File: config.mk
export PLATFORM = sky130hd
export DESIGN_NAME = ac_ram
export DESIGN_NICKNAME = d
export VERILOG_FILES = /design/src/sv/ac_ram.sv
export SDC_FILE = /design/constraint.sdc
export NUM_CORES = 2
export LEC_CHECK = 0
export ABC_AREA = 1
export BUFFER_PORTS_ARGS = -buffer_cell sky130_fd_sc_hd__buf_2
export CORE_ASPECT_RATIO = 0.8
export CORE_MARGIN = 5
export CORE_UTILIZATION = 58
export CTS_CLUSTER_SIZE = 8
export DETAILED_ROUTE_END_ITERATION = 10
export GPL_ROUTABILITY_DRIVEN = 0
export PLACE_DENSITY_LB_ADDON = 0.08
export SLEW_MARGIN = 10
export SYNTH_ARGS = -nofsm -noshare
export SYNTH_HDL_FRONTEND = slang
export SYNTH_SLANG_ARGS = --single-unit
File: constraint.sdc
create_clock -name clock -period 4 [get_ports clock]
set_input_delay 0 -clock clock [delete_from_list [all_inputs] [get_ports clock]]
set_output_delay 0 -clock clock [all_outputs]
set_load 0.03 [all_outputs]
File: src/sv/ac_ram.sv
module ac_ram #(
   parameter int ADDR_W = 8,
   parameter int DATA_W = 8
) (
   input  logic              clock,
   input  logic              we,
   input  logic [ADDR_W-1:0] waddr,
   input  logic [DATA_W-1:0] wdata,
   input  logic [ADDR_W-1:0] raddr,
   output logic [DATA_W-1:0] rdata
);

   logic [DATA_W-1:0] mem [2**ADDR_W];
   logic [DATA_W-1:0] rdata_ff;

   always_ff @(posedge clock) begin
      if (we) begin
         mem[waddr] <= wdata;
      end
      rdata_ff <= mem[raddr];
   end

   assign rdata = rdata_ff;

endmodule

==> results.json <==
{
  "syn-num-nets": 7029,
  "slew_headroom": 0.175,
  "cts_tree": "done",
  "synth_compound_area_frac": 0,
  "grt_pass1_vias": 51500,
  "fmax_ghz": 0.329,
  "clockBufferDepth": 4,
  "dp_hpwl_mm": 123,
  "swShare": 0.216,
  "netlist_top_cells_area": "edfxtp_1, nand3_1, nand2_1",
  "synth_top_family_by_area": "simple AND/OR/NAND/NOR gates",
  "nNetsFinal": 7027,
  "grt.busiest_layer": "met1",
  "slowest_stage": "nor2_1",
  "drive_above_1_share": 0.0687,
  "ir_drop_mv": 0.439,
  "hold_viol_final": 0,
  "end_kind": "register",
  "synth.distinct_cells": 14,
  "crit_arrival_ns": 3.53,
  "grt_use_met2": 0.438,
  "overflow": 0,
  "maxCapViolCount": 0,
  "worstSetupPathType": "input port to register",
  "p_switching_uw": 10500,
  "fin_setup_tns_ns": 0,
  "vias": 54800,
  "grt.met3_usage": 0.0695,
  "dieHeight_um": 349,
  "setup_viol": 0,
  "synthAdderAreaFrac": 0,
  "yosys.area.top_type_share": 0.737,
  "synth_area_mm2": 0.0834,
  "initial_core_util": 0.584,
  "ys.flop_type": "edfxtp_1",
  "p_comb_frac": 0.056,
  "power_frac_clock": 0.453,
  "synth_most_common_cell": "nand2_1",
  "yosysTopAreaCell": "edfxtp_1",
  "p_seq_frac": 0.491,
  "fin_crit_sh": 0.760,
  "ys_seq_area_frac": 0.739,
  "coreArea_mm2": 0.143,
  "path_max_fanout": 8,
  "fin_crit_ns": 3.04,
  "io_pins": 34,
  "dieArea_mm2": 0.152,
  "ys_warn_count": 0,
  "fin_hold_ws_ns": 0.132,
  "worst_pin_slew_ns": 1.23,
  "worst_setup_path_start_kind": "input port",
  "first_pass_iters": 6,
  "worstPathRequired_ns": 4.49,
  "clock_skew_ns": 0.0279,
  "slowest_delay_ns": 0.81,
  "syn2layout_area_growth_pct": 11.6,
  "grt_max_degree": 219,
  "path_delay_family": "buffers and inverters",
  "synth_mux_area_frac": 0,
  "drv_slew": 0,
  "cp_num_buf_inv": 5,
  "drtIter0Drc": 7354,
  "routed_wl_mm": 227,
  "cts.reportedPaths.clkPinSlew_ns": 0.05,
  "viasPerCell": 6.15,
  "antenna_found_initial": 13,
  "reg2reg_slack_ns": 1.50,
  "cts.sinks": 2056,
  "die_x_um": 434,
  "cp_common_cell": "dlygate4sd3_1",
  "grt_use_total": 0.299,
  "cts-resized-gates": 0,
  "yosys-top-cells-count": "nand2_1, edfxtp_1, nand3_1, nor2_1, buf_2",
  "post_drt_wl_per_cell_um": 25.5,
  "synth-simple-area-share": 0.229,
  "power_density_mw_per_mm2": 521,
  "netlist_instances": 7003,
  "synth.avg_cell_area_um2": 11.9,
  "dp.cells": 8561,
  "clk_latency_ns": 0.88,
  "synthArstFlopShare": 0,
  "rsz0062_at_grt": "no",
  "htreeDepth": 5,
  "cts_root_buf": "clkbuf_16",
  "num_rows": 124,
  "outcome": "complete, no violations",
  "fin_util": 0.652,
  "synth-edff-count": 2048,
  "worstPathCellList": "dlygate4sd3_1 -> buf_2 -> nand2_1 -> dlygate4sd3_1 -> nor2_1 -> dlygate4sd3_1 -> nand2_1 -> dlygate4sd3_1 -> nor2_1",
  "cts_made_buffers": 306,
  "power_leakage_uw": 0.0325,
  "worst_slack_ns": 0.959,
  "fin_cells": 8916,
  "synthXorXnorAreaFrac": 0,
  "place_worst_setup_slack_ns": 0.993,
  "met1_usage": 0.450,
  "postRouteAntennaNets": 0,
  "p_int_uw": 38100,
  "drc": 0,
  "ys_ff_latch": 2056,
  "numPortBuffers": 33,
  "grt_pass1_wl_mm": 338,
  "holdCritPathClass": "input port to register"
}
## flip-flops by register name, indices dropped and copies added (netlist names)
signal and flops:
mem 2048, rdata 8
## worst min-delay path, delay by kind of cell
family	cells	cell delay [ns]
AND/OR/NAND/NOR	3	0.22
buffers and inverters	5	0.63
## layout by cell type (no fill, tap or decap), types with 10 or more instances in the layout
cell type and instances:
inv_1 34, buf_12 36, clkbuf_1 12, nor2_1 283, buf_4 83, dlygate4sd3_1 22
clkbuf_16 312, buf_2 21, nand2_2 10, nand3_1 2019, nand2_1 2113, edfxtp_1 2048
buf_8 11
## cells by family after synthesis
logic type / count (synthesis)
buffers and inverters: 522
AND/OR/NAND/NOR: 4425
flip-flops: 2056
## routing by layer
layer,up-vias,share of wire
met5,-,0.00018
met2,2912,0.45
met3,418,0.11
met4,6,0.030
li1,24700,-
met1,26800,0.41
## timing repair
action,CTS,global route
endpoints found under the hold margin,1435,0
buffers inserted,0,0
hold buffers,22,0
## through the flow
stage	cell area, µm²	total power [µW]
2_1_floorplan	83400	25700
3_3_place_gp	85000	26900
3_5_place_dp	85000	26900
4_1_cts	93100	48700
5_1_grt	93100	49900
6_report	93100	48500
## power by group through the flow
| stage | Sequential (µW) | Combinational (µW) | Clock [µW] |
|---|---|---|---|
| final | 23800 | 2720 | 22000 |
| after global routing | 23800 | 2930 | 23200 |
| after CTS | 23800 | 2690 | 22200 |
| after detailed placement | 24200 | 2660 | 0 |
| after global placement | 24200 | 2640 | 0 |
| after floorplan | 24200 | 1470 | 0 |
## worst paths after layout
path | from | end | depth (start not counted)
setup / recovery | waddr[7] | mem[182][3] | 9
hold / removal | waddr[6] | mem[158][2] | 8
setup reg to reg | mem[151][4] | rdata[4] | 11
hold reg to reg | mem[4][0] | rdata[0] | 10
## final cells by class
type                    instances  area, µm²
clock buffers                 324       7850
clock inverters                 4       42.5
fillers                     10500      49800
flip-flops and latches       2056      61700
repair buffers                173       1830
inverters                      39        180
multi-input cells            4425      19200
diodes                          5       12.5
well taps                    1890       2360
Note: power is estimated with default switching activity, not from simulation.
