--- config.mk ---
export PLATFORM = sky130hd
export DESIGN_NAME = ac_sat_add
export DESIGN_NICKNAME = d
export VERILOG_FILES = /design/src/sv/ac_pkg.sv /design/src/sv/ac_sat_add.sv
export SDC_FILE = /design/constraint.sdc
export NUM_CORES = 1
export LEC_CHECK = 0
export BUFFER_PORTS_ARGS = -buffer_cell sky130_fd_sc_hd__buf_2
export CAP_MARGIN = 5
export CORE_MARGIN = 3
export CORE_UTILIZATION = 40
export DETAILED_ROUTE_END_ITERATION = 7
export PLACE_DENSITY = 0.73
export SYNTH_ARGS = -nofsm -noshare
export SYNTH_HDL_FRONTEND = slang
export SYNTH_SLANG_ARGS = --single-unit
export TNS_END_PERCENT = 30
--- constraint.sdc ---
create_clock -name vclk -period 2.25
set_input_delay 0.225 -clock vclk [all_inputs]
set_output_delay 0.225 -clock vclk [all_outputs]
set_load 0.03 [all_outputs]
--- src/sv/ac_pkg.sv ---
package ac_pkg;

   localparam int MAX_NODES    = 4096;
   localparam int ALPHABET     = 26;
   localparam int MAX_PATTERNS = 1024;

   localparam int NODE_W  = 12;
   localparam int SYM_W   = 5;
   localparam int ID_W    = 11;
   localparam int CNT_W   = 32;
   localparam int LEN_W   = 13;
   localparam int GOTO_AW = NODE_W + SYM_W;

   typedef enum logic [2:0] {
      REQ_CLEAR   = 3'd0,
      REQ_PATTERN = 3'd1,
      REQ_BUILD   = 3'd2,
      REQ_TEXT    = 3'd3,
      REQ_PROP    = 3'd4,
      REQ_QUERY   = 3'd5
   } req_kind_type;

   typedef enum logic [1:0] {
      ST_OK    = 2'd0,
      ST_FULL  = 2'd1,
      ST_BADID = 2'd2,
      ST_PHASE = 2'd3
   } status_type;

   typedef enum logic [1:0] {
      PH_LOAD    = 2'd0,
      PH_MATCH   = 2'd1,
      PH_COUNTED = 2'd2
   } phase_type;

   typedef enum logic [4:0] {
      S_CLR, S_IDLE, S_DISP,
      S_P_CHK, S_P_ALLOC, S_P_END,
      S_B_ROOT, S_B_ROOTCHK, S_B_HEAD, S_B_U, S_B_F, S_B_A1, S_B_A2, S_B_A3,
      S_T_C, S_T_W,
      S_G_K, S_G_U, S_G_F, S_G_W,
      S_Q_C, S_Q_D,
      S_DONE
   } state_type;

endpackage

--- src/sv/ac_sat_add.sv ---
module ac_sat_add (
   input  logic [ac_pkg::CNT_W-1:0] a,
   input  logic [ac_pkg::CNT_W-1:0] b,
   output logic [ac_pkg::CNT_W-1:0] sum
);
   import ac_pkg::*;

   logic [CNT_W:0] wide;

   always_comb begin
      wide = {1'b0, a} + {1'b0, b};
      sum  = wide[CNT_W] ? {CNT_W{1'b1}} : wide[CNT_W-1:0];
   end

endmodule

==> run metrics <==
layout cell share with drive strength beyond 1 about 59%; post-synth cell types 51; flip-flop and latch area 0 sq um; post-synth top area share 19.4%; final hold vios 0; DR DRC count 0; biggest area consumer among synthesized cells ha_1; final setup violation count 32; cell count after synthesis between 300 and 400; largest net degree at the start of global routing 17; Initial DRC Count roughly 370; Total GRT Usage approximately 32%; core footprint between 0.004 and 0.005 sq mm; DRT met1 WL roughly 4600 um; placed wire-length estimate 6780 um; total number of vias 3579; mapped cell area between 0.002 and 0.0025 sq mm; routed wl met2 slightly below 6000 um; PortBufs 96; # hold bufs at CTS 0; syn_nets ~410; critical path type input pin to primary output; Area Growth Syn to Fin 109%; dominant cells by area after synthesis ha_1 (19%), a21oi_1 (8.3%), nand3_1 (7.8%), o21ai_0 (6.1%), nor2_1 (5.1%); Via-to-Cell Ratio approximately 6.2; row cnt 25; Final #Nets a little over 600; Slew headroom between 70 and 80%; die span in x between 70 and 80 um; RSZ-0062 raised after global routing true; worst slew pin tran slightly above 400 ps; GRT Residual Overflow 0; min Tclk post-route around 2700 ps; Starting Density a little over two fifths; Crit. End Element primary output; Final WS setup -441 ps; top sig layer met4; Static Leakage around 2.0 nW; WP data arrival 2470 ps; hold path depth 5; failing checks negative setup slack; number of global-route vias before repair about 3400; sequential element share of the synthesized area 0%; RePlAce Congestion around 0.94; Critical Path Source Type input pin; worst hold margin ~950 ps; pwr dens 415 mW/mm^2; seq_cells 0; met3 WL post-DR 1010 um; Syn Area/Cell 6.63 sq um; MaxCap Viol Count 0; total die area 0.00605 sq mm; die height between 70 and 80 um; # IOs between 90 and 100; CLK BUF 0; initial antenna violation count 0; final WL roughly 12000 um; Layout Cells excl Fill between 500 and 600; Req. time, crit path between 2000 and 2500 ps; Synth top cells by count a21oi_1 (34), ha_1 (32), nand3_1 (32); final worst path period share 120%; Avg WL per Cell 20.7 um; diode count 0; Antenna Nets Post-Route 0; worst hold path class input pin to primary output; status finished with violations; post-placement cell count ~570; fillers approximately 220; CP max FO 4; Post-Place Worst Slack -422 ps; first-pass detailed-route iteration total 5; Fmax achieved 0.372 GHz; top-count cell post-synth a21oi_1; first-pass GRT wire length 16200 um; Yosys warning total 0; Max Slew Vio Count 0; maximum vdd drop around 0.00032 V
[kinds of logic (layout without fill, tap and decap cells)]
family / after synthesis / after routing / share of synthesized area [%]
and+or+nand+nor: 121 / 121 / 28.9
xor gates and xnor gates: 21 / 21 / 8.92
buffers and inverters: 25 / 225 / 5.04
muxes: 7 / 7 / 3.82
adders and majority gates: 33 / 33 / 20.4
AOI/OAI and AO/OA: 104 / 104 / 32.9
[critical path, cell delays in order]
cell      delay, ps
buf_6           100
ha_4            160
fa_2            380
a21oi_2         170
o211a_1         250
nor2_4           70
o21ai_2         150
and4b_2         330
mux2i_2         310
o311ai_4        140
buf_6           170
[what timing repair did]
item	in CTS	in global routing
endpoints found under the setup margin	32	32
setup buffers	4	5
endpoints found under the hold margin	0	0
cloned	1	1
gates resized for setup	106	33
pin swaps	14	25
[layout make-up]
cell class / instances / area (sq um) / share of cell area [%]
inverter: 12 / 45.0 / 1.04
multi-input combinational: 286 / 2520 / 58.3
timing repair buffer: 213 / 1670 / 38.7
tap: 67 / 83.8 / 1.94
[routing by layer]
layer  global-route usage (%)  vias to the layer above
met2                     59.9                      279
met5                        0                        -
met3                     2.32                       69
met1                     38.9                     1665
li1                         -                     1566
met4                     9.79                        0
[path summary, 6_finish.rpt]
kind	start	slack, ps	end
max	a[0]	-440	sum[26]
min	b[0]	950	sum[0]
[power by group]
part           switching, W  leakage (nW)  internal (W)
combinational      0.000946          2.01      0.000845
clock                     0             0             0
sequential                0             0             0
total              0.000946          2.01      0.000845
[placed cells by master (no fill, tap or decap), drive strengths merged, types with 2 or more instances in the layout]
cell type,Yosys,routed
buf,8,212
a21oi,35,35
nand3,32,32
ha,32,32
nor2,28,28
o21ai,28,28
nand2,22,22
inv,12,12
xor2,12,12
nor3,11,11
o211ai,10,10
xnor2,9,9
a21o,6,6
or2,5,5
and3,5,5
mux2,4,4
nand4,3,3
nor2b,3,3
o311ai,3,3
mux2i,3,3
o21bai,2,2
or3,2,2
and2,2,2
o21a,2,2
o211a,2,2
a22oi,2,2
a211oi,2,2
a21boi,2,2
and3b,2,2
a31oi,2,2
[through the flow]
step	util (%)	area [sq um]	setup TNS, ps	total power (W)
2_1_floorplan	-	2340	-2530	0.000836
3_3_place_gp	75.2	3640	-9030	0.00133
3_5_place_dp	75.2	3640	-10840	0.00135
4_1_cts	83.9	4070	-5920	0.00159
5_1_grt	89.0	4320	-13350	0.00187
6_report	89.0	4320	-11860	0.00179
(Power assumes the default switching activity.)
